### src/rtl/core/bdac_pkg.sv
// Package: shared types, codes and constants of the button debounce counter unit.
`timescale 1ns / 1ps

package bdac_pkg;

    localparam int COUNT_WIDTH = 8;
    localparam int CFG_AW      = 5;
    localparam int IN_TDATA_W  = 16;
    localparam int IN_TUSER_W  = 3;
    localparam int OUT_TDATA_W = 16;

    localparam logic [7:0] RST_RANGE_MIN = 8'd0;
    localparam logic [7:0] RST_RANGE_MAX = 8'd16;
    localparam logic [7:0] RST_PRESS     = 8'd15;
    localparam logic [7:0] RST_RELEASE   = 8'd20;
    localparam logic [7:0] RST_REPEAT    = 8'd30;

    localparam logic [3:0] CODE_STEP = 4'd4;
    localparam logic [3:0] CODE_NEXT = 4'd8;
    localparam logic [1:0] LEVELS_RELEASED = 2'b11;

    typedef enum logic [2:0] {
        REG_RANGE_MIN = 3'd0,
        REG_RANGE_MAX = 3'd1,
        REG_PRESS     = 3'd2,
        REG_RELEASE   = 3'd3,
        REG_REPEAT    = 3'd4
    } reg_idx_t;

    typedef enum logic [2:0] {
        OP_EDGE       = 3'd0,
        OP_TICK       = 3'd1,
        OP_SET_VALUE  = 3'd2,
        OP_CLR_NEXT   = 3'd3,
        OP_CLR_UPDATE = 3'd4
    } op_t;

    typedef enum logic [3:0] {
        PH_REST    = 4'b0001,
        PH_PRESS   = 4'b0010,
        PH_HELD    = 4'b0100,
        PH_RELEASE = 4'b1000
    } phase_t;

    typedef struct packed {
        logic [7:0] range_min;
        logic [7:0] range_max;
        logic [7:0] press_ticks;
        logic [7:0] rel_ticks;
        logic [7:0] rpt_ticks;
    } cfg_t;

    typedef struct packed {
        logic [7:0] new_value;
        logic [1:0] button_levels;
        logic [3:0] pending_buttons;
        logic [2:0] operation;
    } item_t;

    typedef struct packed {
        logic       edge_taken;
        logic [1:0] phase;
        logic       update_flag;
        logic       next_flag;
        logic [7:0] shown_value;
    } result_t;

    function automatic logic [1:0] phase_code(input phase_t ph);
        logic [1:0] code;
        unique case (ph)
            PH_REST:    code = 2'd0;
            PH_PRESS:   code = 2'd1;
            PH_HELD:    code = 2'd2;
            PH_RELEASE: code = 2'd3;
            default:    code = 2'd0;
        endcase
        return code;
    endfunction

endpackage

### src/rtl/core/bdac_cfg.sv
// APB register file holding the range, guard and repeat settings.
`timescale 1ns / 1ps

module bdac_cfg
    import bdac_pkg::*;
(
    input  logic              clk,
    input  logic              rst_n,
    input  logic              psel,
    input  logic              penable,
    input  logic              pwrite,
    input  logic [CFG_AW-1:0] paddr,
    input  logic [31:0]       pwdata,
    output logic [31:0]       prdata,
    output logic              pready,
    output cfg_t              cfg,
    output logic              offset_clr
);

    cfg_t     cfg_reg;
    cfg_t     cfg_next;
    logic     wr_en;
    reg_idx_t idx;

    assign pready = 1'b1;
    assign wr_en  = psel && penable && pwrite && pready;
    assign idx    = reg_idx_t'(paddr[CFG_AW-1:2]);

    always_comb
    begin
        cfg_next   = cfg_reg;
        offset_clr = 1'b0;
        if (wr_en)
        begin
            unique case (idx)
                REG_RANGE_MIN:
                begin
                    cfg_next.range_min = pwdata[7:0];
                    offset_clr         = 1'b1;
                end
                REG_RANGE_MAX:
                begin
                    cfg_next.range_max = pwdata[7:0];
                    offset_clr         = 1'b1;
                end
                REG_PRESS:   cfg_next.press_ticks = pwdata[7:0];
                REG_RELEASE: cfg_next.rel_ticks   = pwdata[7:0];
                REG_REPEAT:  cfg_next.rpt_ticks   = pwdata[7:0];
                default:     cfg_next = cfg_reg;
            endcase
        end
    end

    always_ff @(posedge clk or negedge rst_n)
    begin
        if (!rst_n)
        begin
            cfg_reg.range_min   <= RST_RANGE_MIN;
            cfg_reg.range_max   <= RST_RANGE_MAX;
            cfg_reg.press_ticks <= RST_PRESS;
            cfg_reg.rel_ticks   <= RST_RELEASE;
            cfg_reg.rpt_ticks   <= RST_REPEAT;
        end
        else
        begin
            cfg_reg <= cfg_next;
        end
    end

    always_comb
    begin
        unique case (idx)
            REG_RANGE_MIN: prdata = {24'd0, cfg_reg.range_min};
            REG_RANGE_MAX: prdata = {24'd0, cfg_reg.range_max};
            REG_PRESS:     prdata = {24'd0, cfg_reg.press_ticks};
            REG_RELEASE:   prdata = {24'd0, cfg_reg.rel_ticks};
            REG_REPEAT:    prdata = {24'd0, cfg_reg.rpt_ticks};
            default:       prdata = 32'd0;
        endcase
    end

    assign cfg = cfg_reg;

endmodule

### src/rtl/core/bdac_step.sv
// Debounce phase machine, tick counter, counter value and flags for one item.
`timescale 1ns / 1ps

module bdac_step
    import bdac_pkg::*;
(
    input  logic    clk,
    input  logic    rst_n,
    input  logic    step_en,
    input  item_t   item,
    input  cfg_t    cfg,
    input  logic    offset_clr,
    output result_t res
);

    phase_t                 phase_reg, phase_next;
    logic [7:0]             tick_reg, tick_next;
    logic [3:0]             latched_reg, latched_next;
    logic [COUNT_WIDTH-1:0] offset_reg, offset_next;
    logic                   next_reg, next_next;
    logic                   update_reg, update_next;
    logic                   taken;

    logic [7:0]             span;
    logic [7:0]             tick_inc;
    logic                   act;
    logic [3:0]             act_code;
    logic [7:0]             clamped;
    logic [7:0]             shown_sum;

    // inverted range gives a span of zero
    assign span     = (cfg.range_max >= cfg.range_min) ? (cfg.range_max - cfg.range_min) : 8'd0;
    assign tick_inc = tick_reg + 8'd1;

    always_comb
    begin
        if (item.new_value < cfg.range_min)
            clamped = cfg.range_min;
        else if (item.new_value > cfg.range_max)
            clamped = cfg.range_max;
        else
            clamped = item.new_value;
    end

    always_comb
    begin
        phase_next   = phase_reg;
        tick_next    = tick_reg;
        latched_next = latched_reg;
        offset_next  = offset_reg;
        next_next    = next_reg;
        update_next  = update_reg;
        taken        = 1'b0;
        act          = 1'b0;
        act_code     = latched_reg;

        unique case (item.operation)
            OP_EDGE:
            begin
                if (phase_reg == PH_REST)
                begin
                    latched_next = item.pending_buttons;
                    act          = 1'b1;
                    act_code     = item.pending_buttons;
                    tick_next    = 8'd0;
                    phase_next   = PH_PRESS;
                    taken        = 1'b1;
                end
            end
            OP_TICK:
            begin
                unique case (phase_reg)
                    PH_PRESS:
                    begin
                        if (tick_reg == cfg.press_ticks)
                        begin
                            phase_next = PH_HELD;
                            tick_next  = 8'd0;
                        end
                        else
                            tick_next = tick_inc;
                    end
                    PH_HELD:
                    begin
                        if (item.button_levels != LEVELS_RELEASED)
                        begin
                            if (tick_inc == cfg.rpt_ticks)
                            begin
                                act       = 1'b1;
                                tick_next = 8'd0;
                            end
                            else
                                tick_next = tick_inc;
                        end
                        else
                        begin
                            tick_next  = 8'd0;
                            phase_next = PH_RELEASE;
                        end
                    end
                    PH_RELEASE:
                    begin
                        if (tick_reg == cfg.rel_ticks)
                            phase_next = PH_REST;
                        else
                            tick_next = tick_inc;
                    end
                    default: phase_next = phase_reg;
                endcase
            end
            OP_SET_VALUE:
            begin
                if (cfg.range_max < cfg.range_min)
                    offset_next = '0;
                else
                    offset_next = COUNT_WIDTH'(clamped - cfg.range_min);
            end
            OP_CLR_NEXT:   next_next   = 1'b0;
            OP_CLR_UPDATE: update_next = 1'b0;
            default:       taken       = 1'b0;
        endcase

        if (act)
        begin
            update_next = 1'b1;
            if (act_code == CODE_STEP)
            begin
                if (offset_reg >= COUNT_WIDTH'(span))
                    offset_next = '0;
                else
                    offset_next = offset_reg + COUNT_WIDTH'(1);
            end
            else if (act_code == CODE_NEXT)
                next_next = 1'b1;
        end
    end

    assign shown_sum = 8'(offset_next) + cfg.range_min;

    assign res.shown_value = shown_sum;
    assign res.next_flag   = next_next;
    assign res.update_flag = update_next;
    assign res.phase       = phase_code(phase_next);
    assign res.edge_taken  = taken;

    always_ff @(posedge clk or negedge rst_n)
    begin
        if (!rst_n)
        begin
            phase_reg   <= PH_REST;
            tick_reg    <= 8'd0;
            latched_reg <= 4'd0;
            offset_reg  <= '0;
            next_reg    <= 1'b0;
            update_reg  <= 1'b0;
        end
        else
        begin
            if (step_en)
            begin
                phase_reg   <= phase_next;
                tick_reg    <= tick_next;
                latched_reg <= latched_next;
                next_reg    <= next_next;
                update_reg  <= update_next;
            end
            // a range write restarts the counter at the minimum
            if (offset_clr)
                offset_reg <= '0;
            else if (step_en)
                offset_reg <= offset_next;
        end
    end

    a_offset_in_span: assert property (@(posedge clk) disable iff (!rst_n)
        offset_reg <= COUNT_WIDTH'(span))
        else $error("counter offset beyond range span");

    a_clr_offset: assert property (@(posedge clk) disable iff (!rst_n)
        offset_clr |=> offset_reg == '0)
        else $error("range write did not restart the counter");

    a_taken_press: assert property (@(posedge clk) disable iff (!rst_n)
        (step_en && res.edge_taken) |=> phase_reg == PH_PRESS && tick_reg == 8'd0)
        else $error("accepted edge did not enter press guard");

    a_update_rise: assert property (@(posedge clk) disable iff (!rst_n)
        $rose(update_reg) |-> $past(step_en))
        else $error("update flag set without a transfer");

endmodule

### src/rtl/core/button_debounce_autorepeat_counter_unit.sv
// Top level: stream input register, step logic, result register and APB settings.
// An input item passes the input register, the step logic and the result register in turn.
// Throughput: one item per cycle unless the output stalls; the step is combinational.
// s_axis_tready drops only while both registers are full and m_axis_tready is low.
// Reset (rst_n, asynchronous, active low): phase rest, counts, value and flags zero,
// settings to their defaults; both stream stages empty.
`timescale 1ns / 1ps

module button_debounce_autorepeat_counter_unit
    import bdac_pkg::*;
(
    input  logic                   clk,
    input  logic                   rst_n,
    input  logic                   s_axis_tvalid,
    output logic                   s_axis_tready,
    // pending_buttons[3:0], button_levels[5:4], new_value[13:6], zero fill
    input  logic [IN_TDATA_W-1:0]  s_axis_tdata,
    // operation[2:0]
    input  logic [IN_TUSER_W-1:0]  s_axis_tuser,
    output logic                   m_axis_tvalid,
    input  logic                   m_axis_tready,
    // shown_value[7:0], next_flag[8], update_flag[9], phase[11:10], edge_taken[12], zero fill
    output logic [OUT_TDATA_W-1:0] m_axis_tdata,
    input  logic                   psel,
    input  logic                   penable,
    input  logic                   pwrite,
    input  logic [CFG_AW-1:0]      paddr,
    input  logic [31:0]            pwdata,
    output logic [31:0]            prdata,
    output logic                   pready
);

    logic    in_valid_reg;
    item_t   in_item_reg;
    logic    out_valid_reg;
    result_t out_res_reg;
    logic    advance;
    result_t res;
    cfg_t    cfg;
    logic    offset_clr;

    assign advance       = in_valid_reg && (!out_valid_reg || m_axis_tready);
    assign s_axis_tready = !in_valid_reg || advance;

    always_ff @(posedge clk or negedge rst_n)
    begin
        if (!rst_n)
        begin
            in_valid_reg  <= 1'b0;
            out_valid_reg <= 1'b0;
        end
        else
        begin
            if (s_axis_tready)
                in_valid_reg <= s_axis_tvalid;
            if (advance)
                out_valid_reg <= 1'b1;
            else if (m_axis_tready)
                out_valid_reg <= 1'b0;
        end
    end

    always_ff @(posedge clk)
    begin
        if (s_axis_tready && s_axis_tvalid)
            in_item_reg <= item_t'({s_axis_tdata[$bits(item_t)-IN_TUSER_W-1:0], s_axis_tuser});
        if (advance)
            out_res_reg <= res;
    end

    bdac_cfg u_cfg (
        .clk        (clk),
        .rst_n      (rst_n),
        .psel       (psel),
        .penable    (penable),
        .pwrite     (pwrite),
        .paddr      (paddr),
        .pwdata     (pwdata),
        .prdata     (prdata),
        .pready     (pready),
        .cfg        (cfg),
        .offset_clr (offset_clr)
    );

    bdac_step u_step (
        .clk        (clk),
        .rst_n      (rst_n),
        .step_en    (advance),
        .item       (in_item_reg),
        .cfg        (cfg),
        .offset_clr (offset_clr),
        .res        (res)
    );

    assign m_axis_tvalid = out_valid_reg;
    assign m_axis_tdata  = {{(OUT_TDATA_W - $bits(result_t)){1'b0}}, out_res_reg};

endmodule
### config.mk
export PLATFORM = sky130hd
export DESIGN_NAME = button_debounce_autorepeat_counter_unit
export DESIGN_NICKNAME = d
export VERILOG_FILES = /design/src/rtl/core/bdac_pkg.sv /design/src/rtl/core/bdac_cfg.sv /design/src/rtl/core/bdac_step.sv /design/src/rtl/core/button_debounce_autorepeat_counter_unit.sv
export SDC_FILE = /design/constraint.sdc
export NUM_CORES = 1
export LEC_CHECK = 0
export ABC_AREA = 1
export BUFFER_PORTS_ARGS = -buffer_cell sky130_fd_sc_hd__buf_2
export CORE_MARGIN = 2
export CORE_UTILIZATION = 35
export DETAILED_ROUTE_END_ITERATION = 16
export PLACE_DENSITY_LB_ADDON = 0.05
export SYNTH_ARGS = -nofsm -noshare
export SYNTH_HDL_FRONTEND = slang
export SYNTH_SLANG_ARGS = --single-unit
### constraint.sdc
create_clock -name clk -period 7.5 [get_ports clk]
set_input_delay 0.375 -clock clk [delete_from_list [all_inputs] [get_ports clk]]
set_output_delay 0.375 -clock clk [all_outputs]
set_load 0.05 [all_outputs]
# Yosys cells after proc, flatten, opt, wreduce, memory -nomap -nowiden
# Index checks and enable logic that the tools add are counted.
[op_classes]
n_eq_ne = 24
add_sub_neg = 5
magnitude_cmp = 5
n_reduce_logical = 20
muxes = 42
[op_table]
columns = ["op", "n"]
rows = [
  ["8-bit 2-to-1 mux", 15],
  ["8-bit case mux with 5 select lines", 1],
  ["8-bit equality test", 3],
  ["4-bit 2-to-1 mux", 6],
  ["8-bit case mux with 3 select lines", 1],
  ["8-bit by 1-bit adder with 8-bit output, second input constant", 2],
  ["8-bit greater-or-equal comparator", 2],
  ["8-bit less-than comparator", 2],
  ["8-bit case mux with 2 select lines", 1],
  ["8-bit subtractor", 2],
  ["1-bit 2-to-1 mux", 14],
  ["3-bit by 2-bit equality test with 1-bit output, second input constant", 4],
  ["4-bit by 3-bit equality test with 1-bit output, second input constant", 3],
  ["4-bit equality test, second input constant", 3],
  ["4-bit case mux with 3 select lines", 1],
  ["2-bit AND reduction", 5],
  ["8-bit adder", 1],
  ["4-bit by 2-bit equality test with 1-bit output, second input constant", 2],
  ["8-bit > comparator", 1],
  ["4-bit case mux with 2 select lines", 1],
  ["3-bit by 1-bit equality test with 1-bit output, second input constant", 2],
  ["3-bit equality test, second input constant", 2],
  ["3-bit zero test", 2],
  ["2-bit case mux with 3 select lines", 1],
  ["12 further kinds", 19],
]
[word_totals]
input_bits = 63
regBits = 98
out_inout_bits = 51

# Depth between registers and ports, before layout
[depth]
ltp_word = 10
mapped_depth = 38
depth_no_buf = 37

# By module
# A second synthesis with hierarchy kept.
[hier_totals]
hier_cells = 926
hier_area_um2 = 7036.7
[modules_own_cells]
columns = ["module", "instances", "seq_area_each_um2", "cells_per_inst", "area_per_inst_um2"]
rows = [
  ["bdac_step", 1, 651.9, 595, 3799.9],
  ["bdac_cfg", 1, 1014.7, 285, 2214.6],
  ["button_debounce_autorepeat_counter_unit", 1, 950.9, 46, 1022.2],
]

# Least setup slack after synthesis
# Ideal clock, no wire load.
[synth_path]
kind = "flip-flop to flip-flop"
from = "register u_cfg.cfg_reg, in the netlist u_cfg.cfg[33]"
to = "register out_res_reg, in the netlist m_axis_tdata[7] (data pin)"
setup_slack_ps = 2812
stages_incl_launch_ff = 34
arrival_time_ps = 4435
setup_time_ps = 252
cell_sequence = "dfrtp_1 -> inv_1 -> ha_1 -> nand2_1 -> nor2_1 -> a211oi_1 -> nor2_1 -> o21a_1 -> o21ai_0 -> nand2_1 -> a21oi_1 -> or2_2 -> nand3_1 -> ha_1 -> nand2_1 -> nor2_1 -> nand4_1 -> o2111ai_1 -> nor2_1 -> o21ai_2 -> inv_1 -> ha_1 -> nand3_1 -> nand2_1 -> a21oi_1 -> o21bai_1 -> nand2_1 -> nand2_1 -> a21oi_1 -> or2_2 -> nand2_1 -> inv_1 -> nand3_1 -> nand2_1"
[synth_lines]
columns = ["item", "line", "text"]
rows = [
  ["start: declaration", "bdac_cfg.sv:20", "cfg_t cfg_reg;"],
  ["start signal: assignment", "bdac_cfg.sv:66", "cfg_reg <= cfg_next;"],
  ["end signal: assignment", "button_debounce_autorepeat_counter_unit.sv:68", "out_res_reg <= res;"],
  ["end: declaration", "button_debounce_autorepeat_counter_unit.sv:36", "result_t out_res_reg;"],
]

==> results.md <==
- Gp weighted congestion: 0.8512
- Nets@finish: 1031
- Htree depth: 3
- Crit path launch type: flop
- Max-cap violations: 0
- Critical Path RT: 7.61 ns
- Grt ovf: 0
- Worst-skew pair later-pin latency: 0.36 ns
- I/O pin cnt: 114
- HP Class: in2reg
- Critical path class: reg2reg
- Vias: 5664
- Post-synth ARST share: 0.6939
- Slew Viols, Final: 0
- TritonCTS Buffers: 9
- Syn_area_per_cell: 7.778 um^2
- Row count: 50
- Minimum clock period: 5.642 ns
- Die Wd: 142.6 um
- Worst Skew: 0.01136 ns
- Setup bufs post-CTS: 0
- CP dominant cell by count: nand2_1
- Distinct cells, synth: 49
- Outcome: finished clean
- FMAX: 177.2 MHz
- Detail Route Antenna Nets: 0
- Most common cell after layout, fill and taps aside: nand2_1
- Cells after synthesis: 864
- Antenna violations before repair: 0
- CTS tree: yes
- Leading cell types in the layout, fill and taps excluded: nand2_1 (213), inv_1 (120), o21ai_0 (98)
- Vias in the first global route: 5557
- Pleak: 3.589 nW
- Hold buffer count at cts: 0
- PortBufs: 57
- DR WL/cell: 14.99 um
- DRC: 0
- GRT Overall Usage: 0.1808
- Sum Neg Setup Slack: 0 ns
- VDD IR max: 0.1204 mV
- Yosys reg bits: 98
- RSZ-0062 raised after global routing: no
- Layout Cells excl Fill: 1158
- Final WL: 17360 um
- Placed Cells: 1141
- Synth warn: 0
- Root buf cell: clkbuf_16
- Initial Util: 0.3581
- CP max FO: 8
- DR vias/cell: 4.891
- Clk sinks: 98
- Critical path's slowest cell: o2111ai_1
- Core outline area: 18770 um^2
- Critical path arrival: 5.75 ns
- Final cycle utilization of the critical path: 0.7523
- Crit. End Element: flop
- Final Core Density: 0.3967
- Setup violations, final: 0
- Power Density: 343.6 nW/um^2
- First-pass GRT wire length: 28650 um
- Leading register cell type out of synthesis: dfrtp_1
- Die ar.: 20320 um^2
- Share of the yosys chip area belonging to registers: 0.3895
- Worst-Margin Slew: 0.9298 ns
- Post-Syn Area: 6720 um^2
- Number of synthesized flops with an enable pin: 30
- Hpwl dp: 13620 um
- DIE HEIGHT: 142.6 um
- Number of flip-flops under the largest register name: 40
- Layout area overhead: 10.78%
- Final hold viol count: 0
- Crit-path max cell delay: 0.62 ns
- CTS resizes: 0
- Largest net degree at the start of global routing: 69
- R2R Setup Slk: 1.86 ns
- Initial drt markers: 316
- Fillers: 1968
- Layout cells sized above 1: 0.1224
- Max clock buf depth: 2
- Worst-path clk slew: 0.07 ns
- Initial DRT Pass Iterations: 5
- Headroom to the max-slew limit: 0.3778
power breakdown:
| part | internal, W | switching, W |
|---|---|---|
| clock | 0.000292 | 0.000207 |
| sequential | 0.000707 | 0.000109 |
| combinational | 0.000421 | 0.000822 |
routing by layer:
metal  part of all wire  global-route usage
met5                  0                   0
met4             0.0076             0.03387
met2               0.47              0.2976
met1               0.48              0.2455
met3              0.037             0.04172
layout make-up:
| class | instances | area [um^2] | area share |
|---|---|---|---|
| Antenna cell | 1 | 2.502 | 0.0003361 |
| Clock buffer | 11 | 232.7 | 0.03126 |
| Clock inverter | 5 | 77.57 | 0.01042 |
| Inverter | 124 | 465.4 | 0.06252 |
| Multi-Input combinational cell | 625 | 3448 | 0.4632 |
| Sequential cell | 98 | 2618 | 0.3516 |
| Tap cell | 234 | 292.8 | 0.03933 |
| Timing Repair Buffer | 60 | 307.8 | 0.04134 |
synthesized netlist by cell type (2+ instances only):
cell       instances  area share
or2_2              8      0.0074
clkbuf_1           9      0.0050
o21ai_2            6      0.0078
buf_4             28       0.031
buf_2              3      0.0022
nor2_1            40       0.022
a221oi_1           6      0.0078
o31ai_1            2      0.0022
nand2_2            6      0.0056
o21ai_1            4      0.0030
o21a_1             2      0.0022
xor2_1             9       0.012
o211ai_1           2      0.0022
inv_1            120       0.067
a21oi_1           33       0.025
nor3_2             2      0.0030
dfrtp_1           56        0.21
o2111ai_1          2      0.0026
conb_1             2      0.0011
o22ai_1           10      0.0093
xnor2_1           13       0.017
nor3b_1            2      0.0022
nand3b_1           4      0.0045
nand2_1          213        0.12
a31oi_1            2      0.0019
edfxtp_1          30        0.13
fa_1               3      0.0089
nand4_1           15       0.014
ha_1              47       0.088
or2_0              3      0.0028
inv_2              4      0.0022
nor3_1            12      0.0089
a22oi_1            3      0.0034
o21ai_0           98       0.073
nand3_1           39       0.029
nor4_1             2      0.0019
dfstp_2           12       0.047
through the flow:
| stage | power [W] | area, um^2 | setup WS, ns | hold WS, ns |
|---|---|---|---|---|
| after floorplan | 0.001773 | 6818 | 2.812 | 0.07941 |
| after global placement | 0.002041 | 7132 | 2.036 | 0.4613 |
| after detailed placement | 0.002073 | 7132 | 1.840 | 0.4743 |
| after CTS | 0.002584 | 7442 | 1.808 | 0.1764 |
| after global routing | 0.002794 | 7442 | 1.319 | 0.1682 |
| final | 0.002558 | 7445 | 1.858 | 0.1876 |
logic make-up (layout without fill, tap and decap cells):
group / count (synthesis) / count (layout) / share of synthesized area
simple gates: 350 / 350 / 0.2264
fa+ha+maj: 50 / 50 / 0.09644
buf+inv: 167 / 200 / 0.1119
other cells: 2 / 29 / 0.001118
compound gates: 175 / 175 / 0.1460
flops: 98 / 98 / 0.3895
xor+xnor: 22 / 22 / 0.02867
worst max-delay path: cells and delay by family, from the launching register on:
family | cells | cell delay, ns
AOI/OAI and AO/OA | 9 | 2.00
adders and majority gates | 3 | 1.00
buffers and inverters | 3 | 0.35
DFF | 1 | 0.55
and+or+nand+nor | 16 | 1.48
final timing paths:
kind / from / to / depth (start not counted)
max in group asynchronous: rst_n / u_step.offset_reg[6] / 2
min in group asynchronous: rst_n / u_step.tick_reg[0] / 2
worst min-delay path: s_axis_tdata[11] / in_item_reg[14] / 1
worst min register to register: u_step.latched_reg[0] / u_step.latched_reg[0] / 2
worst max register to register: u_cfg.cfg[33] / m_axis_tdata[7] / 31
worst max-delay path: u_cfg.cfg[33] / m_axis_tdata[7] / 31
Power figures use the tool's default switching activity.
